[src/bis_pkg.sv]
// Shared types and constants of the bilinear image scaler.
package bis_pkg;

	localparam int CfgIdxW = 3;
	localparam int CfgDataW = 11;

	typedef enum logic [CfgIdxW-1:0] {
		REG_SRC_WIDTH  = 3'd0,
		REG_SRC_HEIGHT = 3'd1,
		REG_DST_WIDTH  = 3'd2,
		REG_DST_HEIGHT = 3'd3,
		REG_HAS_MASK   = 3'd4,
		REG_HAS_ALPHA  = 3'd5
	} reg_idx_t;

	localparam logic OP_LOAD = 1'b0;
	localparam logic OP_SAMPLE = 1'b1;

	// controller to datapath
	typedef struct packed {
		logic load;      // write the input word into the store
		logic capture;   // latch sample coordinates, start dividers
		logic rd_row0;   // issue reads of the upper row
		logic rd_row1;   // issue reads of the lower row
		logic interp;    // run the interpolation from the read words
		logic emit;      // present the result
	} bis_cmd_t;

	// datapath to controller
	typedef struct packed {
		logic div_done;
	} bis_sts_t;

endpackage

[src/bis_ctrl.sv]
// Controller state machine sequencing loads and samples.
module bis_ctrl (
	input  logic              clk,
	input  logic              arst_n,
	input  logic              start,
	input  logic              op,
	input  bis_pkg::bis_sts_t sts,
	output bis_pkg::bis_cmd_t cmd,
	output logic              busy,
	output logic              done
);
	import bis_pkg::*;

	typedef enum logic [6:0] {
		S_IDLE  = 7'b0000001,
		S_DIV   = 7'b0000010,
		S_ROW0  = 7'b0000100,
		S_ROW1  = 7'b0001000,
		S_INTP  = 7'b0010000,
		S_COL   = 7'b0100000,
		S_EMIT  = 7'b1000000
	} state_t;

	state_t state_q, state_n;
	logic   accept;

	assign accept = start && !busy;
	assign busy = (state_q != S_IDLE);

	always_comb begin
		state_n = state_q;
		case (state_q)
			S_IDLE: if (accept && op == OP_SAMPLE) state_n = S_DIV;
			S_DIV:  if (sts.div_done) state_n = S_ROW0;
			S_ROW0: state_n = S_ROW1;
			S_ROW1: state_n = S_INTP;
			S_INTP: state_n = S_COL;
			S_COL:  state_n = S_EMIT;
			S_EMIT: state_n = S_IDLE;
			default: state_n = S_IDLE;
		endcase
	end

	always_ff @(posedge clk or negedge arst_n) begin
		if (!arst_n)
			state_q <= S_IDLE;
		else
			state_q <= state_n;
	end

	always_comb begin
		cmd = '0;
		cmd.load = accept && op == OP_LOAD;
		cmd.capture = accept && op == OP_SAMPLE;
		cmd.rd_row0 = (state_q == S_ROW0);
		cmd.rd_row1 = (state_q == S_ROW1);
		cmd.interp = (state_q == S_INTP);
		cmd.emit = (state_q == S_EMIT);
	end

	assign done = cmd.emit;
endmodule

[config.mk]
export PLATFORM = sky130hd
export DESIGN_NAME = bis_ctrl
export DESIGN_NICKNAME = d
export VERILOG_FILES = /design/src/bis_pkg.sv /design/src/bis_ctrl.sv
export SDC_FILE = /design/constraint.sdc
export NUM_CORES = 1
export LEC_CHECK = 0
export BUFFER_PORTS_ARGS = -buffer_cell sky130_fd_sc_hd__buf_2
export CAP_MARGIN = 15
export CORE_AREA = 2 2 39 41
export DETAILED_ROUTE_END_ITERATION = 7
export DIE_AREA = 0 0 41 43
export GPL_TIMING_DRIVEN = 0
export PLACE_DENSITY_LB_ADDON = 0.3
export SLEW_MARGIN = 20
export SYNTH_ARGS = -nofsm -noshare
export SYNTH_HDL_FRONTEND = slang
export SYNTH_SLANG_ARGS = --single-unit
[constraint.sdc]
create_clock -name clk -period 4.6 [get_ports clk]
set_input_delay 0.23 -clock clk [delete_from_list [all_inputs] [get_ports clk]]
set_output_delay 0.23 -clock clk [all_outputs]
set_load 0.02 [all_outputs]
## After elaboration in Yosys (flattened, before gate mapping)

Index checks and enable logic that the tools add are counted.
Widths: inputs -> output; s select.

| word-level totals | value |
|---|---|
| bits in registers | 7 |
| input port bits | 5 |
| word-level logic and storage cells | 20 |

| operators by class | value |
|---|---|
| eq/ne operators | 10 |
| muxes and demuxes | 3 |
| bitwise logic cells | 1 |
| reduce and logical (&&, ||, !) cells | 5 |

Operator list:

| cell | number |
|---|---|
| $pmux 7 s6 | 1 |
| $mux 7 | 2 |
| $eq 7x1->1 const B | 1 |
| $eq 7x2->1 const B | 1 |
| $eq 7x3->1 const B | 1 |
| $eq 7x4->1 const B | 1 |
| $eq 7x5->1 const B | 1 |
| $eq 7x6->1 const B | 1 |
| $eq 7x7->1 const B | 1 |
| $ne 7x1->1 const B | 1 |
| $ne 2x2->1 const B | 2 |
| $logic_and 1x1->1 | 3 |
| $reduce_and 2->1 | 1 |
| $logic_not 1->1 | 1 |
| $not 1->1 | 1 |

## Logic depth before layout (Yosys ltp)

| depth | value |
|---|---|
| depth in word-level cells | 6 |
| depth in mapped cells | 5 |

## Least setup slack after synthesis

No wires, ideal clock.

| timing path | value |
|---|---|
| path kind | flip-flop to output port |
| start point | register state_q[2] |
| end point | output port cmd[0] (netlist bit) |
| arrival | 2.037 ns |
| required time | 4.370 ns |
| path slack | 2.333 ns |
| stages on the path, launching flop included | 5 |
| cells stage by stage | dfrtp_1 > or3_1 > buf_2 > nor4b_1 > buf_4 |

| between the ends | value |
|---|---|
| longest elaborated chain between the ends | 1 |

RTL lines:

| what | line | source |
|---|---|---|
| from (decl) | bis_ctrl.sv:24 | `state_t state_q, state_n;` |
| from (signal assigned) | bis_ctrl.sv:48 | `state_q <= state_n;` |
| $eq 7x7->1 | bis_ctrl.sv:58 | `cmd.emit = (state_q == S_EMIT);` |
| to (decl) | bis_ctrl.sv:8 | `output bis_pkg::bis_cmd_t cmd,` |

No other way between the ends.

==> impl_metrics.json <==
{
  "synth_top_area_share_pct": 35.9,
  "status": "complete, no violations",
  "ios": 13,
  "peakVddDrop_mv": 0.107,
  "cts_tree": "built",
  "synth_xor_area_share_pct": 2.10,
  "fin_util_pct": 38.6,
  "yosys.area_share.adder_pct": 0,
  "antenna_found_initial": 0,
  "finalCriticalPeriod_ns": 2.32,
  "num_rows": 14,
  "place_congestion": 0.717,
  "yosys.area_share.simple_pct": 39.5,
  "postRouteAntennaNets": 0,
  "synth_compound_area_share_pct": 8.68,
  "leakage_uw": 0.000253,
  "clock_path_buffers": 2,
  "slew_headroom_pct": 69.3,
  "top_regs": "state_q (7)",
  "area_growth_pct": 27.8,
  "via_per_inst": 5.21,
  "muxShareOfSynthArea_pct": 0,
  "hold_slack_ns": 0.239,
  "synth_common_cells": "nor4b_1 (8), dfrtp_1 (6), nor2_1 (3), o21ai_0 (3)",
  "drv_slew": 0,
  "rsz0062_at_grt": "false",
  "core-area_um2": 1380,
  "min_path_type": "input pin to flop",
  "largest_reg_flops": 7,
  "regMostFlops": "state_q",
  "grt_pass1_vias": 315,
  "tns_ns": 0,
  "finalCritPeriodShare_pct": 50.4,
  "wl_per_cell_um": 11.8,
  "synth_most_common_cell": "nor4b_1",
  "avgSynthCellArea_um2": 9.95,
  "syn_inst": 42,
  "hpwl_um": 657,
  "netlist_top_cells_area": "dfrtp_1 (36%), nor4b_1 (17%), dfstp_2 (6.3%)",
  "via_count": 391,
  "skew_ns": 0.000785,
  "power_uw": 151,
  "grt-ovfl-total": 0,
  "dieArea_um2": 1760,
  "hold_end": "state_q[2]$_DFFE_PN0P_",
  "diodes": 0,
  "finalHoldViolCount": 0,
  "clk_pin_slew_ns": 0.05,
  "cp-end-kind": "primary output",
  "synth_edf_count": 0,
  "grt_first_pass_wirelength_um": 1270,
  "tightest_slew_ns": 0.454,
  "synth_top_area_cell": "dfrtp_1",
  "reg2reg_slack_ns": 2.83,
  "crit_arrival_ns": 2.09,
  "grt_max_degree": 10,
  "numPortBuffers": 12,
  "hp-start": "sts",
  "cp.required_ns": 4.37,
  "clkLatencyLatePin_ns": 0.24,
  "start_util_pct": 30.2,
  "post_cts_buffers": 0,
  "wl_um": 882,
  "groute.usage.overall_pct": 10.7,
  "ys_seq_area_share_pct": 42.2,
  "max_freq_mhz": 432,
  "drtPass1Iterations": 3,
  "cts.sinks": 7,
  "dpl.cell_count": 70,
  "layout.cells.non_filler": 75,
  "ys_ff_latch": 7,
  "power_density_nw_per_um2": 283,
  "crit_type": "flop to primary output",
  "synth_ff_type": "dfrtp_1",
  "finalSetupViolCount": 0,
  "min_path_cells": 3,
  "htree_levels": 1,
  "synth.distinct_cells": 22,
  "reg2regPathDepth": 5,
  "nNetsFinal": 65,
  "ctsRootBufferMaster": "clkbuf_4",
  "drive_gt1_share_pct": 39.0,
  "max_cap_violations": 0,
  "drtIter0Drc": 6,
  "cts_inserted_buffers": 3,
  "die_h_um": 43,
  "setup.worst_path.start": "state_q[2]$_DFFE_PN0P_",
  "synth_top_family_by_area": "simple AND/OR/NAND/NOR gates",
  "crit_fanout": 7,
  "reg2reg_to": "state_q[0]$_DFFE_PN1P_",
  "synth_area_um2": 418,
  "die_w_um": 41,
  "startpoint_type": "flop",
  "async_flop_share_pct": 100,
  "reg2reg_from": "state_q[2]$_DFFE_PN0P_",
  "synth_warnings": 0,
  "synth.net_count": 47,
  "drc_errors": 0
}
==> worst max-delay path: stages (launching register included) <==
cell and delay, ns:
dfrtp_1 0.44, or3_1 0.38, buf_2 0.16, or4_4 0.52
nor3b_2 0.16, buf_2 0.18
==> through the flow <==
| stage | cell area (um2) | setup WS (ns) |
|---|---|---|
| finish | 534 | 2.28 |
| global route | 534 | 2.18 |
| CTS | 534 | 2.28 |
| detailed placement | 498 | 2.54 |
| global placement | 498 | 2.56 |
| floorplan | 418 | 2.33 |
==> cells in the final DEF (no fill, tap or decap), types with 2 or more instances in the layout <==
cell,synthesis,routed
buf_2,1,13
nor4b_1,8,8
dfrtp_1,6,6
nor2_1,3,3
o21ai_0,3,3
clkbuf_4,0,3
clkbuf_1,1,2
nand2_1,2,2
inv_1,2,2
nor3_1,2,2
buf_4,2,2
==> how the worst max path moves through the flow <==
stage               cells past startpoint  slack (ns)     end
global placement                        5        2.56  cmd[5]
CTS                                     5        2.28  cmd[5]
finish                                  5        2.28  cmd[5]
detailed placement                      5        2.54  cmd[5]
floorplan                               4        2.33  cmd[0]
global route                            5        2.18  cmd[5]
==> per-layer routing <==
| metal | GRT usage (%) | share of wire [%] | vias to the layer above |
|---|---|---|---|
| li1 | - | - | 189 |
| met1 | 14.7 | 47 | 188 |
| met2 | 15.3 | 46 | 12 |
| met3 | 1.57 | 6.2 | 2 |
| met4 | 6.00 | 0.91 | 0 |
| met5 | 0 | 0 | - |
==> area by class of cell <==
cell class	instances	area [um2]
plain buffers	4	23.8
flip-flops and latches	7	176
repair buffers	13	70.1
well taps	16	20.0
inverters	2	7.51
clock buffers	4	26.3
fillers	159	850
multi-input cells	29	210
==> cells by family after synthesis <==
group	count (synthesis)
simple gates	23
compound gates	5
buf+inv	6
xor+xnor	1
flops	7
==> where the power goes <==
group | leakage, uW | switching [uW] | internal (uW)
registers | 0.0000936 | 1.90 | 64.5
logic | 0.000144 | 18.1 | 12.5
clock network | 0.0000150 | 21.3 | 33.0
total | 0.000253 | 41.3 | 110
==> what timing repair did <==
action,in CTS,in global routing
hold endpoints to repair,6,0
hold buffers,1,0
resized for setup,0,0
Note: power is estimated with default switching activity, not from simulation.
